===== config.mk =====
export PLATFORM = sky130hd
export DESIGN_NAME = lrf_fifo
export DESIGN_NICKNAME = d
export VERILOG_FILES = /design/src/rtl/core/lrf_pkg.sv /design/src/rtl/core/lrf_fifo.sv
export SDC_FILE = /design/constraint.sdc
export NUM_CORES = 1
export LEC_CHECK = 0
export BUFFER_PORTS_ARGS = -buffer_cell sky130_fd_sc_hd__buf_2
export CORE_MARGIN = 3
export CORE_UTILIZATION = 47
export DETAILED_ROUTE_END_ITERATION = 10
export PLACE_DENSITY = 0.86
export SLEW_MARGIN = 20
export SYNTH_ARGS = -nofsm -noshare
export SYNTH_HDL_FRONTEND = slang
export SYNTH_SLANG_ARGS = --single-unit
export TNS_END_PERCENT = 5

===== constraint.sdc =====
create_clock -name clk_i -period 7.8 [get_ports clk_i]
set_input_delay 0.39 -clock clk_i [delete_from_list [all_inputs] [get_ports clk_i]]
set_output_delay 0.39 -clock clk_i [all_outputs]
set_load 0.01 [all_outputs]

===== src/rtl/core/lrf_pkg.sv =====
// ----------------------------------------------------------------------------
// lrf_pkg
// Shared types and constants of the line raster framebuffer.
// ----------------------------------------------------------------------------
package lrf_pkg;

  localparam int DEF_MAX_WIDTH  = 256;
  localparam int DEF_MAX_HEIGHT = 256;
  localparam int CMD_FIFO_DEPTH = 2;
  localparam int CNT_W          = 17;
  localparam int FB_REG_W       = 9;
  localparam int CFG_IDX_W      = 2;

  localparam logic [FB_REG_W-1:0]  FB_REG_RESET  = 9'd256;
  localparam logic [CFG_IDX_W-1:0] REG_FB_WIDTH  = 2'd0;
  localparam logic [CFG_IDX_W-1:0] REG_FB_HEIGHT = 2'd1;

  typedef enum logic [1:0] {
    FN_PLOT  = 2'd0,
    FN_LINE  = 2'd1,
    FN_CLEAR = 2'd2,
    FN_READ  = 2'd3
  } func_e;

  // classified command, line setup already done
  typedef struct packed {
    func_e              func;
    logic               in_area;
    logic               x_major;
    logic               empty;
    logic [15:0]        px;
    logic [15:0]        py;
    logic [15:0]        lo;
    logic [15:0]        steps;
    logic signed [17:0] s_min;
    logic [16:0]        a_min;
    logic               m_neg;
    logic [16:0]        d_maj;
    logic [15:0]        off0;
    logic [31:0]        color;
  } lrf_cmd_t;

endpackage


===== src/rtl/core/lrf_fifo.sv =====
// ----------------------------------------------------------------------------
// lrf_fifo
// Short command queue between the front and the back.
// ----------------------------------------------------------------------------
module lrf_fifo import lrf_pkg::*; #(
  parameter int  DEPTH = CMD_FIFO_DEPTH,
  localparam int PW    = (DEPTH > 1) ? $clog2(DEPTH) : 1,
  localparam int NW    = $clog2(DEPTH + 1)
) (
  input  logic     clk_i,
  input  logic     rst_ni,
  input  logic     push_i,
  input  lrf_cmd_t cmd_i,
  output logic     full_o,
  input  logic     pop_i,
  output logic     valid_o,
  output lrf_cmd_t cmd_o
);

  lrf_cmd_t      mem_q [DEPTH];
  logic [PW-1:0] wr_q, rd_q;
  logic [NW-1:0] cnt_q;

  assign full_o  = (cnt_q == NW'(DEPTH));
  assign valid_o = (cnt_q != '0);
  assign cmd_o   = mem_q[rd_q];

  always_ff @(posedge clk_i) begin
    if (push_i) begin
      mem_q[wr_q] <= cmd_i;
    end
  end

  always_ff @(posedge clk_i or negedge rst_ni) begin
    if (!rst_ni) begin
      wr_q  <= '0;
      rd_q  <= '0;
      cnt_q <= '0;
    end else begin
      if (push_i) begin
        wr_q <= (wr_q == PW'(DEPTH - 1)) ? '0 : wr_q + 1'b1;
      end
      if (pop_i) begin
        rd_q <= (rd_q == PW'(DEPTH - 1)) ? '0 : rd_q + 1'b1;
      end
      if (push_i && !pop_i) begin
        cnt_q <= cnt_q + 1'b1;
      end else if (!push_i && pop_i) begin
        cnt_q <= cnt_q - 1'b1;
      end
    end
  end

endmodule


* Yosys cells after proc, flatten, opt, wreduce, memory -nomap -nowiden
Memory sizes are Yosys's and may differ from the RTL's. Index checks and enable logic that the tools add are counted.
Word-level totals: register bits 4, memory bits (writable) 340, bits of input ports 174, word-level logic and storage cells 21, memories kept 1
Cells by class: add/subtract/negate cells 4, eq/ne operators 1, muxes and demuxes 6, reductions and logical operators 6
Memory list:
- mem_q | depth 2, bits a word 170, read ports 1, clocked after Yosys merged registers in 0, write ports 1, line lrf_fifo.sv:20 | lrf_cmd_t mem_q [DEPTH];
Operators by type and width (number):
- $mux W1 | 4
- $mux W2 | 2
- $reduce_bool A2 Y1 | 2
- $add A1 B1 Y1 const B | 2
- $add A2 B1 Y2 const B | 1
- $eq A2 B2 Y1 const B | 1
- $logic_and A1 B1 Y1 | 2
- $logic_not A1 Y1 | 2
- $sub A2 B1 Y2 const B | 1

* Longest topological paths before layout
Gate-level depths: netlist of run 1.
depth after elaboration 4, mapped depth 5, depth with buffers taken out 5

* Worst setup path before layout of run 1
No wires, ideal clock.
kind register to register, start register wr_q, end memory mem_q[0][0] (netlist name), enable pin, library setup time 0.723 ns, arrival 7.903 ns, path slack -0.826 ns, cell stages (with the launch flop) 2, cell sequence dfrtp_1 nor2b_1
RTL lines:
- start, declared | line lrf_fifo.sv:21 | logic [PW-1:0] wr_q, rd_q;
- start signal, assigned | line lrf_fifo.sv:41 | wr_q <= (wr_q == PW'(DEPTH - 1)) ? '0 : wr_q + 1'b1;
- end, declared | line lrf_fifo.sv:20
No word-level cell before the write port.

==> results of run 1 <==
[cell usage after synthesis]
library cell	count	area [um2]
and2_1	1	6.260
buf_2	8	40.04
buf_6	11	123.9
dfrtp_1	4	100.1
edfxtp_1	340	10210
ha_1	1	12.51
inv_1	1	3.750
mux2_2	80	900.9
mux2_4	90	1351
nor2_1	1	3.750
nor2b_1	2	12.51
or2_2	1	6.260
xnor2_1	1	8.760
xor2_1	4	35.03
[per-layer routing]
| metal | GRT usage [%] | wire length [um] |
|---|---|---|
| met5 | 0 | 9 |
| met4 | 4.969 | 558 |
| met3 | 5.014 | 2030 |
| met2 | 30.26 | 13380 |
| met1 | 18.27 | 9040 |
[how the worst min path moves through the flow]
stage,slack (ns),start,end,depth (start not counted)
floorplan,0.09,rst_ni,cnt_q[0],0
global placement,0.20,rst_ni,cnt_q[0],1
detailed placement,0.20,rst_ni,cnt_q[0],1
CTS,0.05,cmd_i[0],mem_q[1][0],1
global route,0.06,cmd_i[0],mem_q[1][0],1
finish,0.08,cmd_i[36],mem_q[0][36],1
[power by group]
group          leakage [nW]  switching [mW]  total [mW]  internal [mW]
clock network         0.499           0.623        1.49          0.865
registers              3.24           0.169        2.63           2.46
logic                  2.50           0.816        1.65          0.831
total                  6.23            1.61        5.76           4.15
[sequential cells by signal (all words and copies together) (netlist names)]
register  cells
cnt_q         2
wr_q          1
mem_q       340
rd_q          1
[cells by family after synthesis]
family	after synthesis	share of synthesized area (%)
adders and majority gates	1	0.09762
xor gates and xnor gates	5	0.3417
DFF	344	80.45
buffers and inverters	20	1.308
muxes	170	17.57
and+or+nand+nor	5	0.2246
[metrics by stage]
stage / instances / cell area, um2 / util [%]
after floorplan: 545 / 12820 / -
after global placement: 1212 / 14860 / 56.21
after detailed placement: 1212 / 14860 / 56.21
after CTS: 1275 / 15890 / 60.14
after global routing: 1275 / 15890 / 60.14
final: 1275 / 15890 / 60.14
[area by class of cell]
cell class	count	share of cell area [%]
flip-flops and latches	344	64.89
multi-input cells	181	14.77
repair buffers	352	11.21
clock buffers	48	6.085
well taps	335	2.637
clock inverters	14	0.3857
inverters	1	0.02362
[worst reg2reg max path: stages, from the launching register on]
cell     delay (ns)
dfrtp_1        0.43
nor2b_4        0.79
buf_4          0.89
==> key figures, run 1 <==
Floorplan
  • Die Ht: 171.1 um
  • Die extent in x: roughly 170 um
  • Core Region: 26430 um2
  • Top-level I/O count: between 300 and 400
  • # rows: 59
  • DIE AREA: between 20000 and 30000 um2
  • Initial core utilization: 48.49%

Worst setup path
  • Worst Path Arrival: slightly above 3 ns
  • Cells on worst reg2reg path: 2
  • CP Class: reg2out
  • Worst R2R Setup Slack: 5.24 ns
  • Termination of the worst setup path: cmd_o[125]
  • Maximum single-stage delay on the critical path: 1.13 ns
  • Cell-by-cell listing of the critical path: buf_4 > mux2_4 > buf_2
  • Critical path buffer and inverter count: 2
  • Worst setup SP type: flop
  • Highest-delay cell along the critical path: dfrtp_4
  • Startpoint of the most critical register-to-register path: wr_q
  • Capture instance of the worst register-to-register path: mem_q[0][141]
  • Data required time of the critical path: roughly 7.4 ns
  • First element of the critical path: rd_q
  • Largest fanout on the critical path: 74
  • Stages on worst setup path: 3
  • Type of element capturing the critical path: output port
  • Kind of cell adding the most delay to the critical path: flip-flops

Layout
  • Commonest cells after routing, fill and taps aside: 345 x buf_2, 340 x edfxtp_1, 90 x mux2_4, 80 x mux2_2, 37 x clkbuf_16
  • Area Overhead vs Synth: 24.03%
  • Number of nets in the layout: 1090
  • Multi-input combinational cell area: about 2300 um2
  • Number of diodes: 0
  • Leading cell type in the layout, fill and taps excluded: buf_2
  • Fillers: roughly 1.9k
  • Footprint of the flip-flops and latches: 10310 um2
  • Fraction of final layout cells with drive strength greater than 1: about three fifths

STA
  • Worst-Margin Slew: roughly 1.1 ns
  • Smallest hold slack: around 0.084 ns
  • Minimum setup slack in the final design: around 4.3 ns
  • Shortest period the worst path allows: approximately 3.5 ns
  • Maximum operating frequency: 0.2887 GHz
  • Final period utilization: around 44%
  • Final count of pins violating max slew: 0
  • Setup TNS: 0 ns
  • Unrepaired setup endpoints after global routing: false
  • Final setup violating endpoints: 0
  • Setup skew after layout: approximately 0.011 ns
  • Slew HR: between 20% and 30%
  • Final Hold Violating Endpoints: 0

Clocking
  • Clock Sink Count: between 300 and 400
  • Root buffer selected by CTS: clkbuf_16
  • TritonCTS clock tree: yes
  • CTS Buf Count: 35
  • Number of levels in the clock H-tree: 2
  • Maximum clock path buffer count: 3
  • Post-CTS Hold Fix Bufs: 1
  • Number of gates given a new drive strength after cts: 0
  • Post-CTS clock slew at the launch and capture registers of the worst setup and hold paths: 0.06 ns
  • Buffer count from post-CTS setup fixing: 0
  • Worst-skew pair later-pin latency: between 0.4 and 0.5 ns

Detailed routing
  • Mean routed wirelength per cell: approximately 20 um
  • Routed via count divided by cell count: 4.948
  • Residual DRC: 0
  • Via count: ~6.3k
  • Final WL: 25020 um
  • Drt first-iter violations: ~460
  • Final antenna-violating net count: 0
  • Number of optimization iterations in the first detailed-route pass: 5

Yosys
  • Synthesized area per cell: 23.51 um2
  • Number of distinct library cells after synthesis: 14
  • Net Count, Synth: 720
  • Synthesized instance count: between 500 and 600
  • FF+latch count, synth: roughly 340
  • Post-synth design cell area: roughly 13000 um2
  • Sequential cell area fraction in the yosys report: about four fifths
  • Ys Warns: 0

Pwr
  • Peak supply drop: between 0.0002 and 0.0003 V
  • Post-route total power: 5.763 mW
  • Leakage power: ~6.2 nW
  • Power density over the cells: about 360 nW/um2

Global routing
  • Maximum number of pins on one net before global-route repair: 76
  • Total overflow reported by the global router: 0
  • Via count of the first global-routing pass: between 6k and 7k
  • Antenna violations before repair: 1
  • Total GRT Usage: about 16%
  • First-pass GRT wire length: between 30000 and 40000 um

Min path
  • Tightest Hold Check Type: in2reg

Place
  • Final weighted congestion in routability-driven placement: between 0.7 and 0.8
  • I/O Buffers: 345
  • HPWL Detailed: 17150 um
  • Worst Setup Slack post-DPL: approximately 4.9 ns

Status
  • Status: complete, no violations

Job
  • Max-cap viol count: 0
Note: power is estimated with default switching activity, not from simulation.
==> inputs of run 2 (changes only) <==
--- a/config.mk
+++ b/config.mk
@@ -7,9 +7,9 @@
 export LEC_CHECK = 0
 export BUFFER_PORTS_ARGS = -buffer_cell sky130_fd_sc_hd__buf_2
 export CORE_MARGIN = 3
-export CORE_UTILIZATION = 47
+export CORE_UTILIZATION = 52
 export DETAILED_ROUTE_END_ITERATION = 10
-export PLACE_DENSITY = 0.86
+export PLACE_DENSITY = 0.89
 export SLEW_MARGIN = 20
 export SYNTH_ARGS = -nofsm -noshare
 export SYNTH_HDL_FRONTEND = slang
==> constraint.sdc (replaced) <==
create_clock -name clk_i -period 3.21 [get_ports clk_i]
set_input_delay 0.1605 -clock clk_i [delete_from_list [all_inputs] [get_ports clk_i]]
set_output_delay 0.1605 -clock clk_i [all_outputs]
set_load 0.01 [all_outputs]
==> key figures, run 2 (synthesis gave the netlist of run 1 again) <==
Clocking
  • Worst-skew pair later-pin latency: 0.50 ns (was 0.49 ns)
  • Number of levels in the clock H-tree: 2 (unchanged)
  • Root buffer selected by CTS: clkbuf_16 (unchanged)
  • Clock Sink Count: 344 (unchanged)
  • Maximum clock path buffer count: 3 (unchanged)
  • Number of gates given a new drive strength after cts: 0 (unchanged)
  • Buffer count from post-CTS setup fixing: 0 (unchanged)
  • Post-CTS clock slew at the launch and capture registers of the worst setup and hold paths: 0.06 ns (about the same)
  • TritonCTS clock tree: yes (unchanged)
  • CTS Buf Count: 35 (unchanged)
  • Post-CTS Hold Fix Bufs: 174 (was 1)

Pwr
  • Register share of total power: 43.1% (was 45.6%)
  • Leakage power: 7.050 nW (was 6.232 nW)
  • Part of the power in the clock network: 26.1% (was 25.8%)
  • Peak supply drop: 0.0006134 V (was 0.0002799 V)
  • Post-route total power: 14.70 mW (was 5.763 mW)
  • Combinational group share of total power: 30.8% (was 28.6%)
  • Switching power summed over all nets: 4.201 mW (was 1.609 mW)
  • Sw frac: 28.57% (was 27.91%)
  • Int Power: 10.50 mW (was 4.154 mW)
  • Power density over the cells: 824.9 nW/um2 (was 362.6 nW/um2)

Global routing
  • Met1 Resource Use GR: 24.95% (was 18.27%)
  • Total GRT Usage: 22.43% (was 16.42%)
  • Global-route track usage on met2: 40.51% (was 30.26%)
  • Via count of the first global-routing pass: 8098 (was 6830)
  • Total overflow reported by the global router: 0 (unchanged)
  • First-pass GRT wire length: 45300 um (was 37060 um)
  • Busiest metal layer after global routing: met2 (unchanged)
  • GR met3 Demand/Resource: 6.841% (was 5.014%)
  • Antenna violations before repair: 4 (was 1)
  • Maximum number of pins on one net before global-route repair: 70 (was 76)

Layout
  • Fraction of final layout cells with drive strength greater than 1: 51.61% (was 60.32%)
  • Largest register FFs: 340 (unchanged)
  • Area Overhead vs Synth: 39.09% (was 24.03%)
  • Leading cell type in the layout, fill and taps excluded: buf_2 (unchanged)
  • Regs by FF count: mem_q (340), cnt_q (2) (unchanged)
  • Number of nets in the layout: 1269 (was 1090)
  • Fillers: 1284 (was 1908)
  • Largest register by flop count: mem_q (unchanged)
  • Final instance area: 17820 um2 (was 15890 um2)
  • Commonest cells after routing, fill and taps aside: 345 x buf_2, 340 x edfxtp_1, 174 x dlygate4sd3_1, 90 x mux2_4, 80 x mux2_2 (was 345 x buf_2, 340 x edfxtp_1, 90 x mux2_4, 80 x mux2_2, 37 x clkbuf_16)

Worst setup path
  • Capture instance of the worst register-to-register path: mem_q[0][88] (was mem_q[0][141])
  • Type of element capturing the critical path: output port (unchanged)
  • Worst Path Arrival: 2.33 ns (was 3.07 ns)
  • Worst R2R Setup Slack: 1.48 ns (was 5.24 ns)
  • Worst setup SP type: flop (unchanged)
  • Startpoint of the most critical register-to-register path: wr_q (unchanged)
  • CP Class: reg2out (unchanged)
  • Cells on worst reg2reg path: 2 (unchanged)
  • Data required time of the critical path: 3.05 ns (was 7.41 ns)
  • Largest fanout on the critical path: 41 (was 74)

Min path
  • Hold endpoint: mem_q[0][1] (was mem_q[0][36])
  • Tightest Hold Check Type: in2reg (unchanged)
  • Worst hold path cell count: 2 (was 1)
  • Hold Startpoint: cmd_i[1] (was cmd_i[36])

Floorplan
  • Core Region: 23820 um2 (was 26430 um2)
  • Top-level I/O count: 346 (unchanged)
  • Die extent in x: 163.0 um (was 171.1 um)
  • Initial core utilization: 53.79% (was 48.49%)
  • DIE AREA: 26560 um2 (was 29280 um2)
  • Die Ht: 163.0 um (was 171.1 um)
  • # rows: 56 (was 59)

Job
  • Max-cap viol count: 0 (unchanged)

STA
  • Slew HR: 52.02% (was 28.66%)
  • Setup TNS: 0 ns (unchanged)
  • Final period utilization: 77.56%
  • Shortest period the worst path allows: approximately 2.5 ns
  • Final setup violating endpoints: 0 (unchanged)
  • Final count of pins violating max slew: 0 (unchanged)
  • Final Hold Violating Endpoints: 0 (unchanged)
  • Worst-Margin Slew: 0.7197 ns (was 1.070 ns)
  • Unrepaired setup endpoints after global routing: false (unchanged)
  • Setup skew after layout: 0.01462 ns (was 0.01131 ns)
  • Maximum operating frequency: 0.4017 GHz

Place
  • Final weighted congestion in routability-driven placement: 0.7953 (was 0.7274)
  • HPWL Detailed: 17910 um (was 17150 um)
  • Instance area at placement: 14990 um2 (was 14860 um2)
  • I/O Buffers: 345 (unchanged)

Detailed routing
  • Residual DRC: 0 (unchanged)
  • Final WL: 30430 um (was 25020 um)
  • Final antenna-violating net count: 0 (unchanged)
  • Routed via count divided by cell count: 5.079 (was 4.948)
  • Number of optimization iterations in the first detailed-route pass: 5 (unchanged)
  • Drt first-iter violations: 467 (was 463)
  • Via count: 7319 (was 6309)
  • Mean routed wirelength per cell: 21.12 um (was 19.63 um)

Status
  • Status: complete, no violations (unchanged)
## run 2: worst max path at each step
stage,startpoint,to,slack (ns)
global placement,rd_q,cmd_o[149],1.29
floorplan,wr_q,mem_q[0][0],-0.16
detailed placement,rd_q,cmd_o[1],1.25
global route,rd_q,cmd_o[169],0.61
finish,rd_q,cmd_o[169],0.72
CTS,rd_q,cmd_o[106],0.71
## run 2: layout make-up
type / count / area [um2] / share of cell area [%]
tap: 319 / 399.1 / 2.239
clock inverter: 15 / 120.1 / 0.6739
sequential: 344 / 10310 / 57.86
antenna: 4 / 10.01 / 0.05616
clock buffer: 46 / 959.7 / 5.384
timing repair buffer: 531 / 3671 / 20.60
inverter: 1 / 3.754 / 0.02106
multi-input combinational: 181 / 2347 / 13.17
## run 2: routing by layer
layer,vias up,part of all wire [%]
met4,0,3.0
met5,-,0
li1,3277,-
met1,3613,35
met3,72,8.8
met2,357,53
## run 2: power by group through the flow
stage | registers, mW | clock network (mW) | logic [mW]
floorplan | 6.25 | 0 | 2.92
global placement | 6.34 | 0 | 4.23
detailed placement | 6.40 | 0 | 4.32
CTS | 6.32 | 3.89 | 4.51
global route | 6.41 | 4.09 | 4.80
finish | 6.33 | 3.84 | 4.53
## run 2: per-stage QoR
step	utilization, %	hold slack (ns)	setup slack, ns	cells
floorplan	-	-0.1351	-0.1597	545
global placement	62.94	-0.03189	1.290	1202
detailed placement	62.94	-0.03020	1.247	1202
CTS	74.78	0.3538	0.7125	1437
global route	74.82	0.3778	0.6146	1441
finish	74.82	0.3816	0.7203	1441
## run 2: worst max-delay path, stage by stage, from the launching register on
cell and delay [ns]:
dfrtp_4 0.90, buf_12 0.31, mux2_2 0.40, buf_2 0.15
==> inputs of run 3 (changes only) <==
--- a/config.mk
+++ b/config.mk
@@ -7,9 +7,9 @@
 export LEC_CHECK = 0
 export BUFFER_PORTS_ARGS = -buffer_cell sky130_fd_sc_hd__buf_2
 export CORE_MARGIN = 3
-export CORE_UTILIZATION = 52
+export CORE_UTILIZATION = 47
 export DETAILED_ROUTE_END_ITERATION = 10
-export PLACE_DENSITY = 0.89
+export PLACE_DENSITY = 0.86
 export SLEW_MARGIN = 20
 export SYNTH_ARGS = -nofsm -noshare
 export SYNTH_HDL_FRONTEND = slang
==> constraint.sdc (replaced) <==
create_clock -name clk_i -period 2.2 [get_ports clk_i]
set_input_delay 0.11 -clock clk_i [delete_from_list [all_inputs] [get_ports clk_i]]
set_output_delay 0.11 -clock clk_i [all_outputs]
set_load 0.01 [all_outputs]
==> key figures, run 3 (synthesis gave the netlist of run 1 again) <==
Status
  • Status: complete, no violations (unchanged)

Worst setup path
  • Worst setup SP type: flop (unchanged)
  • Maximum single-stage delay on the critical path: 0.45 ns (was 0.90 ns)
  • Highest-delay cell along the critical path: dfrtp_4 (unchanged)
  • Worst Path Arrival: 2.00 ns (was 2.33 ns)
  • Critical path buffer and inverter count: 2 (unchanged)
  • Type of element capturing the critical path: output port (unchanged)
  • Startpoint of the most critical register-to-register path: wr_q (unchanged)
  • Cell-by-cell listing of the critical path: buf_12 > mux2_2 > buf_2 (unchanged)
  • First element of the critical path: rd_q (unchanged)
  • Kind of cell adding the most delay to the critical path: buffers and inverters (was flip-flops)
  • Data required time of the critical path: 2.09 ns (was 3.05 ns)
  • CP Class: reg2out (unchanged)
  • Largest fanout on the critical path: 78 (was 41)
  • Worst R2R Setup Slack: 0.70 ns (was 1.48 ns)

Clocking
  • Number of gates given a new drive strength after cts: 0 (unchanged)
  • Worst-skew pair later-pin latency: 0.49 ns (was 0.50 ns)
  • Root buffer selected by CTS: clkbuf_16 (unchanged)
  • Post-CTS Hold Fix Bufs: 174 (unchanged)
  • Buffer count from post-CTS setup fixing: 0 (unchanged)
  • CTS Buf Count: 35 (unchanged)
  • Post-CTS clock slew at the launch and capture registers of the worst setup and hold paths: 0.06 ns (about the same)
  • Maximum clock path buffer count: 3 (unchanged)
  • Number of levels in the clock H-tree: 2 (unchanged)
  • TritonCTS clock tree: yes (unchanged)
  • Clock Sink Count: 344 (unchanged)

Layout
  • Leading cell type in the layout, fill and taps excluded: buf_2 (unchanged)
  • Largest register by flop count: mem_q (unchanged)
  • Number of nets in the layout: 1267 (was 1269)
  • Regs by FF count: mem_q (340), cnt_q (2) (unchanged)
  • Fraction of final layout cells with drive strength greater than 1: 51.70% (was 51.61%)
  • Largest register FFs: 340 (unchanged)
  • Final instance area: 17790 um2 (was 17820 um2)
  • Footprint of the flip-flops and latches: 10310 um2 (unchanged)
  • Area Overhead vs Synth: 38.84% (was 39.09%)
  • Fillers: 1626 (was 1284)
  • Core occupancy in the finished layout: 67.32% (was 74.82%)
  • Commonest cells after routing, fill and taps aside: 345 x buf_2, 340 x edfxtp_1, 174 x dlygate4sd3_1, 90 x mux2_4, 80 x mux2_2 (unchanged)
  • Multi-input combinational cell area: 2347 um2 (unchanged)

Global routing
  • Antenna violations before repair: 3 (was 4)
  • First-pass GRT wire length: 43970 um (was 45300 um)
  • Total overflow reported by the global router: 0 (unchanged)
  • Maximum number of pins on one net before global-route repair: 85 (was 70)
  • Via count of the first global-routing pass: 8168 (was 8098)
  • Total GRT Usage: 19.42% (was 22.43%)

Place
  • HPWL Detailed: 16800 um (was 17910 um)
  • Final weighted congestion in routability-driven placement: 0.7520 (was 0.7953)
  • I/O Buffers: 345 (unchanged)
  • Instance area at placement: 14990 um2 (about the same)
  • Worst Setup Slack post-DPL: 0.5991 ns (was 1.247 ns)

STA
  • Final period utilization: 95.69%
  • Setup skew after layout: 0.005724 ns (was 0.01462 ns)
  • Slew HR: 61.93% (was 52.02%)
  • Final setup violating endpoints: 0 (unchanged)
  • Maximum operating frequency: between 0.4 and 0.5 GHz
  • Setup TNS: 0 ns (unchanged)
  • Worst-Margin Slew: 0.5711 ns (was 0.7197 ns)
  • Minimum setup slack in the final design: 0.09480 ns (was 0.7203 ns)
  • Shortest period the worst path allows: 2.105 ns
  • Unrepaired setup endpoints after global routing: false (unchanged)
  • Final Hold Violating Endpoints: 0 (unchanged)
  • Final count of pins violating max slew: 0 (unchanged)

Pwr
  • Post-route total power: 21.24 mW (was 14.70 mW)
  • Power density over the cells: 1194 nW/um2 (was 824.9 nW/um2)
  • Leakage power: 7.029 nW (was 7.050 nW)
  • Peak supply drop: 0.001229 V (was 0.0006134 V)

Min path
  • Tightest Hold Check Type: in2reg (unchanged)
  • Hold Startpoint: cmd_i[27] (was cmd_i[1])

Detailed routing
  • Final antenna-violating net count: 0 (unchanged)
  • Final WL: 29220 um (was 30430 um)
  • Number of optimization iterations in the first detailed-route pass: 6 (was 5)
  • Residual DRC: 0 (unchanged)
  • Drt first-iter violations: 502 (was 467)
  • Routed via count divided by cell count: 5.014 (was 5.079)
  • Mean routed wirelength per cell: 20.09 um (was 21.12 um)
  • Via count: 7290 (was 7319)

Floorplan
  • Die extent in x: 171.1 um (was 163.0 um)
  • Die Ht: 171.1 um (was 163.0 um)
  • DIE AREA: 29280 um2 (was 26560 um2)
  • Initial core utilization: 48.49% (was 53.79%)
  • Top-level I/O count: 346 (unchanged)
  • # rows: 59 (was 56)
  • Core Region: 26430 um2 (was 23820 um2)

Job
  • Max-cap viol count: 0 (unchanged)
[run 3: path summary, 6_finish.rpt]
| kind | endpoint | cells past startpoint |
|---|---|---|
| hold / removal | mem_q[0][27] | 2 |
| max in group asynchronous | rd_q | 3 |
| setup / recovery | cmd_o[7] | 3 |
| min in group asynchronous | cnt_q[0] | 3 |
| hold reg to reg | cnt_q[1] | 1 |
| setup reg to reg | mem_q[1][152] | 2 |
[run 3: routing by layer]
metal / part of all wire, % / wire length, um / vias to the layer above / track usage, %
met5: 0 / 0 / - / 0
met4: 3.8 / 1121 / 0 / 7.873
met3: 7.3 / 2130 / 89 / 4.968
met2: 54 / 15640 / 347 / 35.90
met1: 35 / 10320 / 3575 / 21.27
li1: - / - / 3279 / -
[run 3: stage by stage]
step,std cells,hold WS (ns)
2_1_floorplan,545,-0.1856
3_3_place_gp,1216,-0.08206
3_5_place_dp,1216,-0.08029
4_1_cts,1451,0.3033
5_1_grt,1454,0.3303
6_report,1454,0.3373
[run 3: power breakdown]
group,total [mW],internal [mW],switching (mW)
clock network,5.51,3.19,2.32
registers,9.04,8.69,0.346
logic,6.70,3.28,3.42
[run 3: area by class of cell]
| class | count | area share, % |
|---|---|---|
| Inverter | 1 | 0.02110 |
| Multi-Input combinational cell | 181 | 13.19 |
| Antenna cell | 3 | 0.04219 |
| Timing Repair Buffer | 529 | 20.48 |
| Clock inverter | 15 | 0.5485 |
| Sequential cell | 344 | 57.97 |
| Tap cell | 335 | 2.356 |
| Clock buffer | 46 | 5.394 |
[run 3: worst register-to-register path, stage by stage (launching register included)]
cell and delay [ns]:
dfrtp_1 0.43, and2_4 0.22, buf_4 0.46
